==> config.mk <==
export PLATFORM = sky130hd
export DESIGN_NAME = rtti_axis
export DESIGN_NICKNAME = d
export VERILOG_FILES = /design/src/rtti_pkg.sv /design/src/rtti_axis.sv
export SDC_FILE = /design/constraint.sdc
export NUM_CORES = 1
export LEC_CHECK = 0
export ABC_CLOCK_PERIOD_IN_PS = 21700
export BUFFER_PORTS_ARGS = -buffer_cell sky130_fd_sc_hd__buf_2
export CAP_MARGIN = 40
export CORE_MARGIN = 4
export CORE_UTILIZATION = 60
export DETAILED_ROUTE_END_ITERATION = 16
export PLACE_DENSITY = 0.84
export SLEW_MARGIN = 20
export SYNTH_ARGS = -nofsm -noshare
export SYNTH_HDL_FRONTEND = slang
export SYNTH_SLANG_ARGS = --single-unit
==> constraint.sdc <==
create_clock -name clk -period 21.7 [get_ports clk]
set_input_delay 4.34 -clock clk [delete_from_list [all_inputs] [get_ports clk]]
set_output_delay 4.34 -clock clk [all_outputs]
set_load 0.1 [all_outputs]
==> src/rtti_pkg.sv <==
`default_nettype none
package rtti_pkg;

  // Fixed field widths
  localparam int COORD_W = 24;
  localparam int FRAC_W  = 16;
  localparam int VAL_W   = 32;
  localparam int IDX_W   = 15;
  localparam int CFG_W   = 24;
  localparam int CFG_IDX_W = 3;
  localparam int PROD_W  = 2 * COORD_W;
  localparam int GRID_DEPTH = 1 << IDX_W;
  localparam int CORNERS = 8;

  // Default grid sizes
  localparam int ENERGY_POINTS_DEF = 128;
  localparam int TEMP_POINTS_DEF   = 16;
  localparam int TSTEP_POINTS_DEF  = 16;

  // Register reset values
  localparam logic [CFG_W-1:0] LOW_RST   = '0;
  localparam logic [CFG_W-1:0] RECIP_RST = 24'd65536;

  // Command codes
  typedef enum logic {
    CMD_LOAD   = 1'b0,
    CMD_LOOKUP = 1'b1
  } cmd_t;

  // Configuration register indexes
  typedef enum logic [CFG_IDX_W-1:0] {
    REG_ENERGY_LOW   = 3'd0,
    REG_ENERGY_RECIP = 3'd1,
    REG_TEMP_LOW     = 3'd2,
    REG_TEMP_RECIP   = 3'd3,
    REG_TSTEP_LOW    = 3'd4,
    REG_TSTEP_RECIP  = 3'd5
  } cfg_reg_t;

endpackage
`default_nettype wire

==> src/rtti_axis.sv <==
`default_nettype none
module rtti_axis #(
  parameter int POINTS = rtti_pkg::TEMP_POINTS_DEF,
  parameter int CELL_W = $clog2(POINTS)
) (
  input  wire logic                        clk,
  input  wire logic                        adv,
  input  wire logic [rtti_pkg::COORD_W-1:0] coord,
  input  wire logic [rtti_pkg::CFG_W-1:0]   low,
  input  wire logic [rtti_pkg::CFG_W-1:0]   recip,
  output logic      [CELL_W-1:0]           cell_idx,
  output logic      [rtti_pkg::FRAC_W-1:0]  frac
);
  import rtti_pkg::*;

  // integer part of the Q16.32 position
  localparam int IP_W = PROD_W - 2 * FRAC_W;
  localparam logic [IP_W-1:0] LIMIT = IP_W'(POINTS - 1);
  localparam logic [CELL_W-1:0] TOP_CELL = CELL_W'(POINTS - 2);

  logic [COORD_W-1:0] diff_r;
  logic               below_r, below2_r;
  logic [PROD_W-1:0]  prod_r;
  logic [CELL_W-1:0]  cell_r, cell_nxt;
  logic [FRAC_W-1:0]  frac_r, frac_nxt;
  logic [IP_W-1:0]    ipart;

  // Offset from grid origin
  always_ff @(posedge clk) begin
    if (adv) begin
      diff_r  <= coord - low;
      below_r <= (coord < low);
    end
  end

  // Scale by reciprocal spacing
  always_ff @(posedge clk) begin
    if (adv) begin
      prod_r   <= PROD_W'(diff_r) * PROD_W'(recip);
      below2_r <= below_r;
    end
  end

  // Split into cell and fraction, clamp at both ends
  assign ipart = prod_r[PROD_W-1:2*FRAC_W];

  always_comb begin
    priority if (below2_r) begin
      cell_nxt = '0;
      frac_nxt = '0;
    end else if (ipart >= LIMIT) begin
      cell_nxt = TOP_CELL;
      frac_nxt = '0;
    end else begin
      cell_nxt = ipart[CELL_W-1:0];
      frac_nxt = prod_r[2*FRAC_W-1:FRAC_W];
    end
  end

  always_ff @(posedge clk) begin
    if (adv) begin
      cell_r <= cell_nxt;
      frac_r <= frac_nxt;
    end
  end

  assign cell_idx = cell_r;
  assign frac     = frac_r;

endmodule
`default_nettype wire

# After elaboration in Yosys (flattened, before gate mapping)
# Cells that the tools add are included.
dict set report totals {
  register_bits 94
  in_bits 74
  out_inout_bits 20
  wordCells 13
}
dict set report classes {
  n_mux 1
  reduce_logical 1
  n_lt_le_gt_ge 2
  addsub 1
  mul 1
}
# op n
set ops {}
lappend ops {{multiplier 24 x 24 -> 48 bit} 1}
lappend ops {{less-than comparator 24 bit} 1}
lappend ops {{subtractor 24 bit} 1}
lappend ops {{>= comparator 16 x 4 -> 1 bit, second input constant} 1}
lappend ops {{2-to-1 mux 4 bit} 1}
lappend ops {{OR reduction 2 bit} 1}

# Longest topological paths before layout
# Gate-level depths: netlist of run 1.
dict set report depth {
  word_depth 2
  depth_mapped 26
  depth_no_buf 25
}

# Least setup slack after synthesis of run 1
# OpenSTA, ideal clock, no wires.
dict set report synth_path {
  kind {input to register}
  from {input recip[3] (netlist name)}
  to {register prod_r[42], data pin}
  path_slack_ps 10962
  t_arrival_ps 10547
  t_required_ps 21510
  path_buffers 1
  setup_ps 190
  cell_stages 24
  cell_sequence {clkbuf_1 nand2_1 fa_1 inv_1 fa_1 inv_1 fa_1 fa_1 inv_1 fa_1 fa_1 inv_1 fa_1 inv_1 ha_1 a21o_1 a221oi_2 o21ai_1 or3b_1 o21ai_2 o21ai_2 o22ai_4 mux2i_1 a2111oi_2}
}
dict set report synth_via {
  elab_chain_len 1
}
# item line_no
set synth_rtl {}
lappend synth_rtl {{start, declared} rtti_axis.sv:10} ;# input wire logic [rtti_pkg::CFG_W-1:0] recip,
lappend synth_rtl {{multiplier 24 x 24 -> 48 bit} rtti_axis.sv:39} ;# prod_r <= PROD_W'(diff_r) * PROD_W'(recip);
lappend synth_rtl {{end signal, assigned} rtti_axis.sv:39}
lappend synth_rtl {{end, declared} rtti_axis.sv:23} ;# logic [PROD_W-1:0] prod_r;
# No other way between the ends.
# A chain may end at the register's enable or synchronous reset.

# Worst setup path in the final report of run 1
dict set report layout_path {
  from {input recip[4] (netlist name)}
  to {register prod_r[30], data pin}
}
# The elaborated chain is that of the path after synthesis.

==> flow_summary.yaml, run 1 <==
synthesis:
  synthMuxAreaShare: 0.0004526
  synth_compound_area_frac: 0.04730
  synth_xor_area_frac: 0.02059
  yosysTopAreaCellShare: 0.4363
  synth_edf_count: 78
  synth_area_leaders: "fa_1 (44%), ha_1 (11%), edfxtp_1 (11%), inv_1 (9.8%), and2_1 (8.5%)"
  synthCells: 2365
  synth_top_cell_by_area: "fa_1"
  syn_area_per_cell_um2: 9.351
  synth-simple-area-share: 0.1648
  synth_top_family_by_area: "adder cells"
  synth_common_cells: "inv_1 (577), fa_1 (482), nand2_1 (323)"
  synth_cell_types: 59
  syn_nets: 3115
  async_reset_ff_frac: 0
  synth_fa_ha_area_frac: 0.5461
  ys_warn_count: 0
  synth.most_common_cell: "inv_1"
  syn_area_um2: 22120
  synthFlopType: "edfxtp_1"
  ys_seq_area_frac: 0.1059
  synth-seq-cells: 78
place:
  gp_congestion: 0.9395
  port-buffer-count: 93
  hpwlAfterDp_mm: 43.73
  dp.cells: 2852
routing:
  drt_iter0_drc: 1144
  first_pass_iters: 6
  vias: 16410
  wire_per_inst_um: 19.25
  viasPerCell: 5.715
  routed_wl_mm: 55.28
  drc: 0
  drtAntennaViolNets: 0
grt:
  track_usage: 0.2899
  gr-usage-met1: 0.3413
  top_usage_layer: "met2"
  grt_remaining_overflow: 0
  use_met3: 0.04582
  grt_pass1_wl_mm: 90.71
  use_met2: 0.5111
  grt_pass1_vias: 18350
  grt_start_max_net_pins: 55
  grt_antenna_before_repair: 1
min_path:
  holdPathEnd: "frac[0]"
  worstHoldStart: "prod_r[16]"
  worstHoldPathType: "register to register"
  worstHoldPathCells: 1
final_layout:
  final_util: 0.6423
  fin_cells: 2871
  nets: 3147
  syn_to_final_growth_pct: 6.065
  layout-drive-gt1-share: 0.06245
  num-fill-cells: 2805
clock_tree:
  htreeDepth: 3
  cts.repair.resized: 0
  clockBufferDepth: 2
  insertion_delay_ns: 0.37
  clk_pin_slew_ns: 0.07
  cts.sinks: 78
  cts_inserted_buffers: 9
  post_cts_buffers: 0
  cts_tree: "done"
  holdBufCountCts: 0
  cts_root_buffer: "clkbuf_16"
die:
  core_um2: 36520
  ios: 94
  start_util: 0.6055
  fp.dieArea_um2: 40000
  placementRows: 70
  die-height_um: 200.0
  die_w_um: 200.0
timing:
  relSlewSlack: 0.4587
  max_freq_mhz: 88.68
  rsz0062_at_grt: "no"
  fin_skew_ns: 0.01428
  fin_setup_tns_ns: 0
  fin_crit_sh: 0.5196
  slew_viol_final: 0
  hold_viol: 0
  setup_viol: 0
  finalCriticalPeriod_ns: 11.28
  worst_slew_pin_slew_ns: 0.8048
critical_path:
  crit_required_ns: 21.80
  cpLargestDelayFamily: "adder cells"
  cp-start-kind: "input pin"
  path_max_fanout: 24
  max_stage_delay_ns: 0.61
  cp.arrival_ns: 11.38
  timing.rr.end: "prod_r[30]"
  path_buf_inv: 8
  reg2reg_slack_ns: 14.00
  crit_slowest_cell: "a221oi_1"
  r2r_start: "diff_r[9]"
  end_kind: "register"
  critPathKind: "input pin to register"
  ff2ff_path_depth: 25
flow_run:
  cap_violations: 0
status:
  outcome: "finished clean"
-- area by class of cell --
cell class / instances / area, um^2 / area share
inverters: 577 / 2166 / 0.09233
flip-flops and latches: 78 / 2342 / 0.09985
multi-input cells: 1610 / 17230 / 0.7346
repair buffers: 121 / 823.3 / 0.03510
clock inverters: 7 / 80.08 / 0.003414
well taps: 468 / 585.6 / 0.02496
clock buffers: 9 / 225.2 / 0.009601
diodes: 1 / 2.502 / 0.0001067
-- metrics by stage --
step / worst slack [ns] / area (um^2) / hold WS [ns]
after floorplan: 10.96 / 22120 / 0.4003
after global placement: 10.08 / 22880 / 0.5061
after detailed placement: 9.999 / 23130 / 0.5067
after CTS: 10.38 / 23440 / 0.5226
after global routing: 10.06 / 23460 / 0.5298
final: 10.42 / 23460 / 0.5207
-- cell families after synthesis --
family,after synthesis
buffers and inverters,677
multiplexers,1
flip-flops,78
AND/OR/NAND/NOR,729
XOR/XNOR,52
AO/OA/AOI/OAI,152
adder cells (fa/ha/maj),676
-- routing by layer --
metal,wire (um),vias up
li1,-,7061
met1,19010,8264
met2,28370,804
met3,4359,278
met4,3542,0
met5,0,-
-- cell usage in the layout (no fill, tap or decap), types with 9 or more instances in the layout --
cell type and n:
nand3_1 10, xor2_1 16, buf_4 13, nand4_1 12, o21a_1 10, ha_1 194
nor3_1 9, clkbuf_16 9, buf_2 92, a21o_1 27, and2_1 300, o21ai_0 23
buf_8 11, nor2b_1 9, fa_1 482, nor2_1 40, edfxtp_1 78, nand2_1 323
a21oi_1 43, inv_1 577, xnor2_1 36
-- how the worst max path moves through the flow --
stage,to,cells after the start,slack (ns),start
floorplan,prod_r[42],24,10.96,recip[3]
global placement,prod_r[47],24,10.08,recip[4]
detailed placement,prod_r[46],25,10.0,recip[4]
CTS,prod_r[46],25,10.38,recip[4]
global route,prod_r[47],26,10.06,recip[3]
finish,prod_r[30],26,10.42,recip[4]
-- flip-flops by register name, summed over array words and instances, names as in the netlist --
register and flops:
diff_r 24, prod_r 32, frac 16, below2_r 1, below_r 1, cell_idx 4
Power of run 1 is not shown: default switching activity piles up to over one toggle a cycle in this logic, so the estimate is an artifact.
==> inputs of run 2 (changes only) <==
Settings changed: ABC_CLOCK_PERIOD_IN_PS 21700 to 9500, CORE_UTILIZATION 60 to 59, PLACE_DENSITY 0.84 to 0.86.
Clock period 21.7 ns to 9.5 ns, I/O delays scaled along.
==> run 2 against run 1 <==
Net effect:
- worst hold slack got worse by 0.0026 ns
- first-iteration DRC count increased by 18%
- non-clock buffer count increased by 8
- final cell count increased by 0.24%
- clock skew decreased by 0.0061 ns
- cell area increased by 0.13%
- critical endpoint is now prod_r[47]
- die area increased by 1.6%
- wire length decreased by 1.2%
- register-to-register slack got worse by 12 ns
- largest cell class unchanged
- via count decreased by 0.40%
==> flow_summary.yaml, run 2 (synthesized netlist as in run 1, its figures left out) <==
timing:
  hold_viol: 0
  finalCriticalPeriod_ns: 8.767
  relSlewSlack: 0.4352
  rsz0062_at_grt: "no"
  worst_slew_pin_slew_ns: 0.8471
  fin_crit_sh: 0.9228
  fin_skew_ns: 0.008214
  fin_setup_tns_ns: 0
  setup_viol: 0
  slew_viol_final: 0
  max_freq_mhz: 114.1
grt:
  grt_remaining_overflow: 0
  grt_pass1_wl_mm: 91.04
  grt_pass1_vias: 18510
  grt_start_max_net_pins: 54
  grt_antenna_before_repair: 0
  track_usage: 0.2790
final_layout:
  fin_area_um2: 23490
  regArea_um2: 2342
  fin_cells: 2878
  top_register: "prod_r"
  layout-drive-gt1-share: 0.06598
  num-fill-cells: 2820
  largest_reg_flops: 32
  nets: 3155
  syn_to_final_growth_pct: 6.200
  mostFrequentLayoutCells: "inv_1 (577), fa_1 (482), nand2_1 (323)"
  final_common_cell: "inv_1"
  antenna_cells: 0
  multi_input_area_um2: 17230
critical_path:
  cpMostUsedCell: "fa_1"
  max_stage_delay_ns: 0.73
  crit_slowest_cell: "a2111oi_1"
  timing.rr.end: "prod_r[47]"
  cpLargestDelayFamily: "adder cells"
  path_max_fanout: 19
  cp.arrival_ns: 8.88
  path_buf_inv: 8
  r2r_start: "diff_r[12]"
  critPathKind: "input pin to register"
  end_kind: "register"
  cp-start-kind: "input pin"
  ff2ff_path_depth: 23
  crit_required_ns: 9.61
  reg2reg_slack_ns: 1.68
routing:
  vias: 16340
  routed_wl_mm: 54.61
  wire_per_inst_um: 18.97
  drt_iter0_drc: 1350
  viasPerCell: 5.678
  first_pass_iters: 6
  drtAntennaViolNets: 0
  drc: 0
status:
  outcome: "finished clean"
die:
  die-height_um: 201.6
  die_w_um: 201.6
  start_util: 0.6012
  core_um2: 36790
  placementRows: 70
  fp.dieArea_um2: 40650
  ios: 94
flow_run:
  cap_violations: 0
clock_tree:
  cts_inserted_buffers: 9
  insertion_delay_ns: 0.36
  cts_tree: "done"
  htreeDepth: 3
  cts.repair.resized: 0
  cts.sinks: 78
  holdBufCountCts: 0
  cts_root_buffer: "clkbuf_16"
  clockBufferDepth: 2
  clk_pin_slew_ns: 0.06
  post_cts_buffers: 0
place:
  placed_area_um2: 23200
  dp.cells: 2861
  hpwlAfterDp_mm: 44.42
  gp_congestion: 0.9225
  port-buffer-count: 93
min_path:
  holdPathEnd: "frac[2]"
  worstHoldPathType: "register to register"
  worstHoldPathCells: 1
  worstHoldStart: "prod_r[18]"
==> run 2: cell types whose count changed in the layout (fill, tap and decap cells not counted) <==
cell | before | now
buf_16 | 3 | 4
clkinvlp_4 | 1 | 2
diode_2 | 1 | 0
clkbuf_2 | 1 | 0
clkinv_4 | 1 | 2
inv_6 | 2 | 1
dlymetal6s2s_1 | 1 | 0
buf_8 | 11 | 8
buf_4 | 13 | 25
bufinv_16 | 1 | 0
==> run 2: routing by layer <==
| metal | GRT usage | up-vias | share of wire |
|---|---|---|---|
| li1 | - | 7078 | - |
| met2 | 0.4845 | 790 | 0.51 |
| met1 | 0.3320 | 8205 | 0.35 |
| met5 | 0 | - | 0 |
| met3 | 0.04351 | 268 | 0.076 |
| met4 | 0.1580 | 0 | 0.066 |
==> run 2: area by class of cell <==
type	instances	area share
well taps	468	0.02493
multi-input cells	1610	0.7337
clock buffers	9	0.009589
repair buffers	129	0.03740
inverters	577	0.09221
clock inverters	7	0.002450
flip-flops and latches	78	0.09972
==> run 2: how the worst max path moves through the flow <==
stage | from | end | slack (ns) | depth (start not counted)
floorplan | recip[3] | prod_r[42] | 1.20 | 24
global placement | recip[3] | prod_r[47] | 0.60 | 25
detailed placement | recip[3] | prod_r[47] | 0.42 | 25
CTS | recip[3] | prod_r[47] | 0.79 | 25
global route | recip[3] | prod_r[46] | 0.39 | 26
finish | recip[3] | prod_r[47] | 0.73 | 25
==> run 2: worst register-to-register path: stages (launching register included) <==
cell and delay, ns:
edfxtp_1 0.80, buf_4 0.35, nand2_1 0.12, fa_1 0.55, inv_1 0.05, fa_1 0.50, inv_1 0.06, fa_1 0.52
inv_1 0.05, fa_1 0.43, fa_1 0.48, fa_1 0.55, inv_1 0.05, fa_1 0.47, inv_1 0.04, ha_1 0.34
nand2_1 0.10, a211o_1 0.29, a2111oi_1 0.73, o31ai_1 0.13, buf_4 0.18, o21ai_0 0.32, o41ai_2 0.16, a211o_1 0.28
==> run 2: through the flow <==
step           worst slack (ns)    util  hold slack (ns)
3_3_place_gp             0.6005  0.6244           0.5066
6_report                 0.7330  0.6385           0.5182
4_1_cts                  0.7930  0.6383           0.5194
3_5_place_dp             0.4192  0.6306           0.5038
2_1_floorplan             1.202       -           0.4003
5_1_grt                  0.3893  0.6385           0.5413
Power of run 2 is left out for the same reason.
